File: config.mk
export PLATFORM = sky130hd
export DESIGN_NAME = apr_csr
export DESIGN_NICKNAME = d
export VERILOG_FILES = /design/src/hw/rtl/apr_pkg.sv /design/src/hw/rtl/apr_csr.sv
export SDC_FILE = /design/constraint.sdc
export NUM_CORES = 1
export LEC_CHECK = 0
export BUFFER_PORTS_ARGS = -buffer_cell sky130_fd_sc_hd__buf_2
export CAP_MARGIN = 15
export CORE_ASPECT_RATIO = 1.1
export CORE_MARGIN = 2
export CORE_UTILIZATION = 25
export CTS_CLUSTER_SIZE = 14
export DETAILED_ROUTE_END_ITERATION = 16
export HOLD_SLACK_MARGIN = 0.06
export MAX_ROUTING_LAYER = met4
export SYNTH_ARGS = -nofsm -noshare
export SYNTH_HDL_FRONTEND = slang
export SYNTH_SLANG_ARGS = --single-unit
File: constraint.sdc
create_clock -name clock -period 1.2 [get_ports clock]
set_input_delay 0.12 -clock clock [delete_from_list [all_inputs] [get_ports clock]]
set_output_delay 0.12 -clock clock [all_outputs]
set_load 0.02 [all_outputs]
File: src/hw/rtl/apr_pkg.sv
package apr_pkg;

   localparam int MAX_WIDTH     = 2048;
   localparam int MAX_CHANNELS  = 4;
   localparam int MAX_HEIGHT    = 65535;
   localparam int STORE_DEPTH   = MAX_WIDTH * MAX_CHANNELS;
   localparam int ADDR_BITS     = $clog2(STORE_DEPTH);
   localparam int COL_BITS      = $clog2(MAX_WIDTH);
   localparam int CH_BITS       = $clog2(MAX_CHANNELS);
   localparam int ROW_BITS      = 16;
   localparam int WIDTH_BITS    = 12;
   localparam int HEIGHT_BITS   = 16;
   localparam int BPP_BITS      = 3;
   localparam int CSR_ADDR_BITS = 4;
   localparam int CSR_DATA_BITS = 32;

   // register indexes (byte address / 4)
   localparam logic [1:0] REG_WIDTH  = 2'd0;
   localparam logic [1:0] REG_HEIGHT = 2'd1;
   localparam logic [1:0] REG_BPP    = 2'd2;

   typedef logic [7:0] byte_type;

   typedef struct packed {
      logic [WIDTH_BITS-1:0]  width;
      logic [HEIGHT_BITS-1:0] height;
      logic [BPP_BITS-1:0]    bpp;
   } limits_type;

endpackage

File: src/hw/rtl/apr_csr.sv
module apr_csr (
   input  logic                                clock,
   input  logic                                reset,
   input  logic                                psel,
   input  logic                                penable,
   input  logic                                pwrite,
   input  logic [apr_pkg::CSR_ADDR_BITS-1:0]   paddr,
   input  logic [apr_pkg::CSR_DATA_BITS-1:0]   pwdata,
   output logic [apr_pkg::CSR_DATA_BITS-1:0]   prdata,
   output logic                                pready,
   output apr_pkg::limits_type                 limits
);
   import apr_pkg::*;

   logic [WIDTH_BITS-1:0]  width_ff,  width_in;
   logic [HEIGHT_BITS-1:0] height_ff, height_in;
   logic [BPP_BITS-1:0]    bpp_ff,    bpp_in;
   logic                   wr_en;
   logic [1:0]             reg_idx;

   assign pready  = 1'b1;
   assign wr_en   = psel && penable && pwrite;
   assign reg_idx = paddr[3:2];

   always_comb begin
      width_in  = width_ff;
      height_in = height_ff;
      bpp_in    = bpp_ff;
      if (wr_en) begin
         case (reg_idx)
            REG_WIDTH:  width_in  = pwdata[WIDTH_BITS-1:0];
            REG_HEIGHT: height_in = pwdata[HEIGHT_BITS-1:0];
            REG_BPP:    bpp_in    = pwdata[BPP_BITS-1:0];
            default: ;
         endcase
      end
   end

   always_ff @(posedge clock) begin
      if (reset) begin
         width_ff  <= WIDTH_BITS'(1);
         height_ff <= HEIGHT_BITS'(1);
         bpp_ff    <= BPP_BITS'(1);
      end else begin
         width_ff  <= width_in;
         height_ff <= height_in;
         bpp_ff    <= bpp_in;
      end
   end

   always_comb begin
      case (reg_idx)
         REG_WIDTH:  prdata = CSR_DATA_BITS'(width_ff);
         REG_HEIGHT: prdata = CSR_DATA_BITS'(height_ff);
         REG_BPP:    prdata = CSR_DATA_BITS'(bpp_ff);
         default:    prdata = '0;
      endcase
   end

   // zero reads as one, oversize saturates
   always_comb begin
      if (width_ff == '0)
         limits.width = WIDTH_BITS'(1);
      else if (width_ff > WIDTH_BITS'(MAX_WIDTH))
         limits.width = WIDTH_BITS'(MAX_WIDTH);
      else
         limits.width = width_ff;

      if (height_ff == '0)
         limits.height = HEIGHT_BITS'(1);
      else
         limits.height = height_ff;

      if (bpp_ff == '0)
         limits.bpp = BPP_BITS'(1);
      else if (bpp_ff > BPP_BITS'(MAX_CHANNELS))
         limits.bpp = BPP_BITS'(MAX_CHANNELS);
      else
         limits.bpp = bpp_ff;
   end

endmodule

## Yosys cells after proc, flatten, opt, wreduce, memory -nomap -nowiden

Index checks and enable logic that the tools add are counted.

| word-level totals | value |
|---|---|
| register bits after elaboration | 31 |
| input port bits | 41 |
| output and inout bits | 64 |
| logic and storage cells | 22 |

| operators by class | value |
|---|---|
| $lt $le $gt $ge | 2 |
| eq/ne operators | 2 |
| multiplexer cells | 6 |
| reduce and logical (&&, ||, !) cells | 9 |

Operators by type and width:

| kind | count |
|---|---|
| 16-bit one-hot mux with 3 select lines | 1 |
| 12-bit two-way mux | 2 |
| 16-bit logical NOT | 1 |
| 16-bit two-way mux | 1 |
| 12-bit greater-than comparator, second input constant | 1 |
| 12-bit logical NOT | 1 |
| 3-bit two-way mux | 2 |
| 2-bit AND reduction | 3 |
| 3-bit greater-than comparator, second input constant | 1 |
| 3-bit logical NOT | 1 |
| 2-bit by 1-bit equality test with 1-bit output, second input constant | 1 |
| 2-bit equality test, second input constant | 1 |
| 1-bit logical AND | 2 |
| 2-bit logical NOT | 1 |

## Depth between registers and ports, before layout

Gate-level depths: netlist (run 1).

| depth | value |
|---|---|
| word-level depth | 3 |
| mapped depth | 4 |
| gate-level depth less buffers | 3 |

## Worst setup path before layout (run 1)

Ideal clock, no wire load.

| timing path | value |
|---|---|
| path kind | input -> output |
| start | input port paddr[2] (netlist bit) |
| end | output port prdata[0] (netlist bit) |
| data arrival time | 1.055 ns |
| data required time | 1.080 ns |
| path slack | 0.025 ns |
| stages on the path | 4 |
| buffers on the path | 2 |
| cell sequence | buf_2 -> buf_4 -> mux2i_1 -> o21ai_0 |

| between the ends | value |
|---|---|
| word-level cells in the longest chain between the ends | 2 |
| elaborated cells on any way between the ends | 4 |
| those cells by class | eq/ne: 2; mux: 1; reduce/logical: 1 |

RTL lines:

| element | RTL line | text |
|---|---|---|
| start, declared | apr_csr.sv:7 | `input logic [apr_pkg::CSR_ADDR_BITS-1:0] paddr,` |
| 2-bit equality test (tied with other cells) | apr_csr.sv:52 | `case (reg_idx)` |
| 16-bit one-hot mux with 3 select lines (*) | apr_csr.sv:52 |  |
| end, declared | apr_csr.sv:9 | `output logic [apr_pkg::CSR_DATA_BITS-1:0] prdata,` |

Every way passes the cells marked *; elsewhere a longest branch is shown, timed or not.

==> results of run 1 <==
logic make-up after synthesis:
logic type             Yosys count  share of synthesized area [%]
buffers and inverters           47                           14.0
DFF                             31                           32.8
and+or+nand+nor                 90                           28.2
muxes                           43                           22.8
other                            2                          0.397
AOI/OAI and AO/OA                6                           1.92
what timing repair did:
item	in CTS	in global routing
pin swaps	10	13
setup endpoints to repair	20	22
setup buffers	1	7
gates resized for setup	58	31
hold buffers	0	0
placed cells by master, fill, tap and decap left out, types with 2 or more instances in the layout:
cell type / count
dfxtp_4: 2
nor4_1: 3
nor3_2: 2
conb_1: 17
buf_2: 47
o21ai_1: 3
clkbuf_8: 7
nor2b_1: 4
nor2_1: 15
nor4_4: 2
buf_6: 20
mux2i_1: 43
nand2_1: 3
and2_1: 4
dfxtp_2: 20
nand2b_1: 43
dfxtp_1: 9
buf_4: 40
nor2b_4: 7
area by class of cell:
type / instances / area (µm²)
clock buffer: 8 / 100
timing repair buffer: 109 / 796
tap: 87 / 109
sequential: 31 / 653
inverter: 1 / 3.75
fill: 725 / 4570
multi-input combinational: 156 / 1160
state kept, by name, summed over array words and instances, names as in the netlist:
name	flops
height_ff	16
width_ff	12
bpp_ff	3
routing by layer:
layer  part of all wire (%)  routed length [µm]  vias to the layer above
met1                     45                2440                      765
li1                       -                   -                      839
met2                     49                2660                       60
met4                   0.70                  38                        0
met3                    5.7                 312                        4
met5                      0                   0                        -
power breakdown:
part           leakage (nW)  switching [mW]  internal [mW]
clock                0.0515           0.395          0.523
combinational          1.09           0.194          0.156
sequential            0.260          0.0149           1.04
metrics by stage:
stage                     hold slack, ps  instances  area [µm²]
final                               84.2        392        2820
after detailed placement             399        378        2410
after global placement               391        378        2410
after global routing                74.1        392        2820
after CTS                           84.0        387        2680
after floorplan                      275        234        1950
critical path: cells and delay by family, from the launching register on:
| family | cells | cell delay (ps) |
|---|---|---|
| compound gates | 1 | 130 |
| flops | 1 | 330 |
| buf+inv | 1 | 160 |
| simple gates | 2 | 420 |
path summary, 6_finish.rpt:
kind / depth (start not counted) / slack (ps) / to / start
hold / removal: 3 / 80 / height_ff[15] / pwdata[15]
setup / recovery: 4 / -240 / limits[19] / width_ff[6]
hold reg to reg: 2 / 510 / height_ff[6] / height_ff[6]
setup reg to reg: 4 / 380 / height_ff[9] / height_ff[9]
==> impl_metrics.env, run 1 <==
export IMPL_ant_nets=0
export IMPL_ys_top_cells_by_count="mux2i_1, nand2b_1, dfxtp_1"
export IMPL_htree_levels=2
export IMPL_cts_tree="built"
export IMPL_wl_per_cell_um=13.9
export IMPL_min_period_ps=1440
export IMPL_path_clk_slew_ps=70
export IMPL_remaining_drc_errors=0
export IMPL_fp_coreArea_um2=7390
export IMPL_wl_um=5450
export IMPL_critical_path_slowest_cell="dfxtp_2"
export IMPL_clockBufferDepth=2
export IMPL_cts_root_buf="clkbuf_8"
export IMPL_dieArea_um2=8280
export IMPL_hold_viol_final=0
export IMPL_gp_congestion=0.814
export IMPL_fmax_mhz=695
export IMPL_dpl_worst_slack_ps=-42.5
export IMPL_hpwl_um=4070
export IMPL_die_height_um=95.2
export IMPL_io_buffers=69
export IMPL_status="complete, but fails checks"
export IMPL_met3_usage_pct=3.46
export IMPL_dr_pass1_iters=4
export IMPL_netlist_area_leader_share_pct=32.8
export IMPL_powerDensity_nw_per_um2=824
export IMPL_cp_cell_sequence="nor4_1, a31oi_1, nor2_1, buf_4"
export IMPL_cts_sinks=31
export IMPL_required_ps=1080
export IMPL_ys_warn_count=0
export IMPL_antenna_found_initial=0
export IMPL_hold_class="input pin to flip-flop"
export IMPL_ys_ff_latch=31
export IMPL_slew_violations=0
export IMPL_synthArstFlopShare_pct=0
export IMPL_insertion_delay_ps=280
export IMPL_fin_worst_skew_ps=0
export IMPL_fin_util_pct=38.2
export IMPL_gr_usage_met1_pct=16.3
export IMPL_min_period_over_period_pct=120
export IMPL_netlist_instances=219
export IMPL_violations="negative setup slack"
export IMPL_cts_buffers_inserted=5
export IMPL_die_width_um=86.9
export IMPL_end_kind="output pin"
export IMPL_ys_seq_area_share_pct=32.8
export IMPL_viasPerCell=4.26
export IMPL_grt_max_degree=20
export IMPL_cp_start_kind="flip-flop"
export IMPL_crit_fanout=2
export IMPL_synth_area_leader_cell="dfxtp_1"
export IMPL_syn_to_final_growth_pct=49.1
export IMPL_busiest_layer="met2"
export IMPL_drtIter0Drc=70
export IMPL_setup_viol=12
export IMPL_grt_pass1_wl_um=8070
export IMPL_drive_gt1_share_pct=50.2
export IMPL_met2_usage_pct=20.8
export IMPL_avgSynthCellArea_um2=8.64
export IMPL_leakagePower_nw=1.40
export IMPL_critPathArrivalTime_ps=1320
export IMPL_total_power_mw=2.32
export IMPL_layout_setup_ws_ps=-240
export IMPL_n_antenna_cell=0
export IMPL_track_usage_pct=13.1
export IMPL_num_io_pins=105
export IMPL_synth_cell_types=26
export IMPL_start_util_pct=25.6
export IMPL_via_count=1668
export IMPL_grt_overflow_total=0
export IMPL_fin_nets=345
export IMPL_synth_edf_count=0
export IMPL_synthTopCellsByArea="dfxtp_1, mux2i_1, nand2b_1, buf_4, clkbuf_1"
export IMPL_max_vdd_ir_drop_uv=344
export IMPL_max_cap_viol_count=0
export IMPL_syn_area_um2=1890
export IMPL_num_rows=33
export IMPL_max_stage_delay_ps=330
export IMPL_grt_setup_unrepaired="yes"
export IMPL_synth_flop_cell="dfxtp_1"
export IMPL_criticalPathCategory="flip-flop to output pin"
export IMPL_timing_setup_tns_ps=-839
export IMPL_first_global_vias=1553
(Power assumes the default switching activity.)
==> run 2: changes to the inputs <==
- clock period: 1.2 -> 1.6 ns (I/O delays scaled with it)
==> run 2 against run 1 <==
The run now ends clean. Routed wire length shrank 10%. First-iteration DRC count shrank 2.9%. Setup slack gained 370 ps. Global-route usage shrank 0.35 points. Clock skew is the same. Via count shrank 7.4%. Sequential share of layout area grew 3.2 points. Worst hold slack gained 46 ps. Sequential power shrank 24%. Register-to-register slack gained 530 ps. Clock power shrank 26%. Critical path type unchanged.
==> impl_metrics.env, run 2 (synthesis gave the netlist of run 1 again) <==
export IMPL_status="complete, no violations"
export IMPL_min_delay_start="pwdata[15]"
export IMPL_gp_congestion=0.753
export IMPL_fin_cells=361
export IMPL_hold_viol_final=0
export IMPL_intPower_mw=1.26
export IMPL_hold_end="height_ff[15]"
export IMPL_clockBufferDepth=2
export IMPL_start_util_pct=25.6
export IMPL_largest_reg_flops=16
export IMPL_die_height_um=95.2
export IMPL_syn_to_final_growth_pct=24.8
export IMPL_whs_path_depth=3
export IMPL_fin_nets=314
export IMPL_viasPerCell=4.28
export IMPL_path_clk_slew_ps=60
export IMPL_hold_buffers=0
export IMPL_cts_buffers_inserted=5
export IMPL_fin_util_pct=31.9
export IMPL_fmax_mhz=679
export IMPL_drive_gt1_share_pct=33.9
export IMPL_leakagePower_nw=1.20
export IMPL_min_period_ps=1470
export IMPL_min_period_over_period_pct=92.1
export IMPL_htree_levels=2
export IMPL_wl_um=4900
export IMPL_remaining_drc_errors=0
export IMPL_num_rows=33
export IMPL_critPathArrivalTime_ps=1310
export IMPL_max_vdd_ir_drop_uv=366
export IMPL_n_antenna_cell=0
export IMPL_drtIter0Drc=68
export IMPL_r2r_end="height_ff[11]"
export IMPL_required_ps=1440
export IMPL_insertion_delay_ps=280
export IMPL_cp_start_kind="flip-flop"
export IMPL_worstReg2RegStart="height_ff[11]"
export IMPL_via_count=1544
export IMPL_dieArea_um2=8280
export IMPL_powerDensity_nw_per_um2=720
export IMPL_place_inst=353
export IMPL_io_buffers=69
export IMPL_mostFrequentLayoutCells="buf_2, mux2i_1, nand2b_1"
export IMPL_hold_class="input pin to flip-flop"
export IMPL_grt_max_degree=29
export IMPL_cts_root_buf="clkbuf_8"
export IMPL_switching_share_pct=25.7
export IMPL_rr_worst_depth=3
export IMPL_track_usage_pct=12.7
export IMPL_switching_power_mw=0.436
export IMPL_grt_pass1_wl_um=7840
export IMPL_rrSetupSlack_ps=910
export IMPL_seqPwrFrac_pct=46.7
export IMPL_grt_setup_unrepaired="yes"
export IMPL_hpwl_um=3840
export IMPL_end_kind="output pin"
export IMPL_crit_fanout=4
export IMPL_grt_overflow_total=0
export IMPL_pwr_share_clk_pct=40.2
export IMPL_layout_commonest_cell="buf_2"
export IMPL_comb_power_share_pct=13.1
export IMPL_cts_sinks=31
export IMPL_max_cap_viol_count=0
export IMPL_largest_registers="height_ff: 16 flops, width_ff: 12 flops, bpp_ff: 3 flops"
export IMPL_setup_viol=0
export IMPL_ant_nets=0
export IMPL_num_io_pins=105
export IMPL_cts_tree="built"
export IMPL_fp_coreArea_um2=7390
export IMPL_wl_per_cell_um=13.6
export IMPL_criticalPathCategory="flip-flop to output pin"
export IMPL_antenna_found_initial=0
export IMPL_largest_register="height_ff"
export IMPL_fin_worst_skew_ps=0
export IMPL_first_global_vias=1470
export IMPL_die_width_um=86.9
export IMPL_slew_violations=0
export IMPL_dr_pass1_iters=4
==> run 2: cell types whose count changed in the layout (fill, tap and decap cells not counted), sizes merged <==
| cell | before | now |
|---|---|---|
| buf | 109 | 78 |
==> run 2: power by group through the flow <==
stage               registers, mW  logic [mW]  clock network (mW)
floorplan                   0.806       0.186                   0
global placement            0.810       0.222                   0
detailed placement          0.810       0.223                   0
CTS                         0.793       0.224               0.705
global route                0.795       0.244               0.738
finish                      0.794       0.223               0.683
==> run 2: cell type report <==
cell class	count	area [µm²]
flip-flops and latches	31	622
inverters	1	3.75
repair buffers	78	430
clock buffers	8	100
well taps	87	109
multi-input cells	156	1100
fillers	797	5030
==> run 2: layer usage <==
layer / share of wire, % / track usage, % / up-vias
li1: - / - / 772
met1: 45 / 15.1 / 708
met4: 1.2 / 3.91 / 0
met5: 0 / - / -
met3: 6.9 / 3.72 / 7
met2: 47 / 20.8 / 57
==> run 2: worst max-delay path, stage by stage (launching register included) <==
cell and delay [ps]:
dfxtp_2 350, nor4_4 300, a41o_1 230, buf_4 150
==> run 2: repair_timing <==
action | 4_1_cts | 5_1_grt
setup endpoints to repair | 1 | 2
buffers inserted | 0 | 0
pin swaps | 0 | 2
resized for setup | 1 | 6
cloned | 0 | 0
endpoints found under the hold margin | 0 | 0
==> run 2: through the flow <==
stage	total power, mW	TNS (ps)	cell area (µm²)	worst slack [ps]	hold WS, ps
floorplan	0.993	0	1950	345	315
global placement	1.03	0	2230	251	431
detailed placement	1.03	0	2230	259	431
CTS	1.72	0	2330	41.7	122
global route	1.78	-16.0	2360	-16.0	125
finish	1.70	0	2360	126	131
==> run 2: worst max path at each step <==
stage	start	endpoint	slack [ps]	cells past startpoint
CTS	height_ff[7]	limits[3]	40	3
floorplan	paddr[2]	prdata[0]	350	4
global route	width_ff[2]	limits[19]	-20	4
global placement	height_ff[7]	limits[3]	250	3
detailed placement	paddr[2]	height_ff[1]	260	4
finish	height_ff[10]	limits[3]	130	3
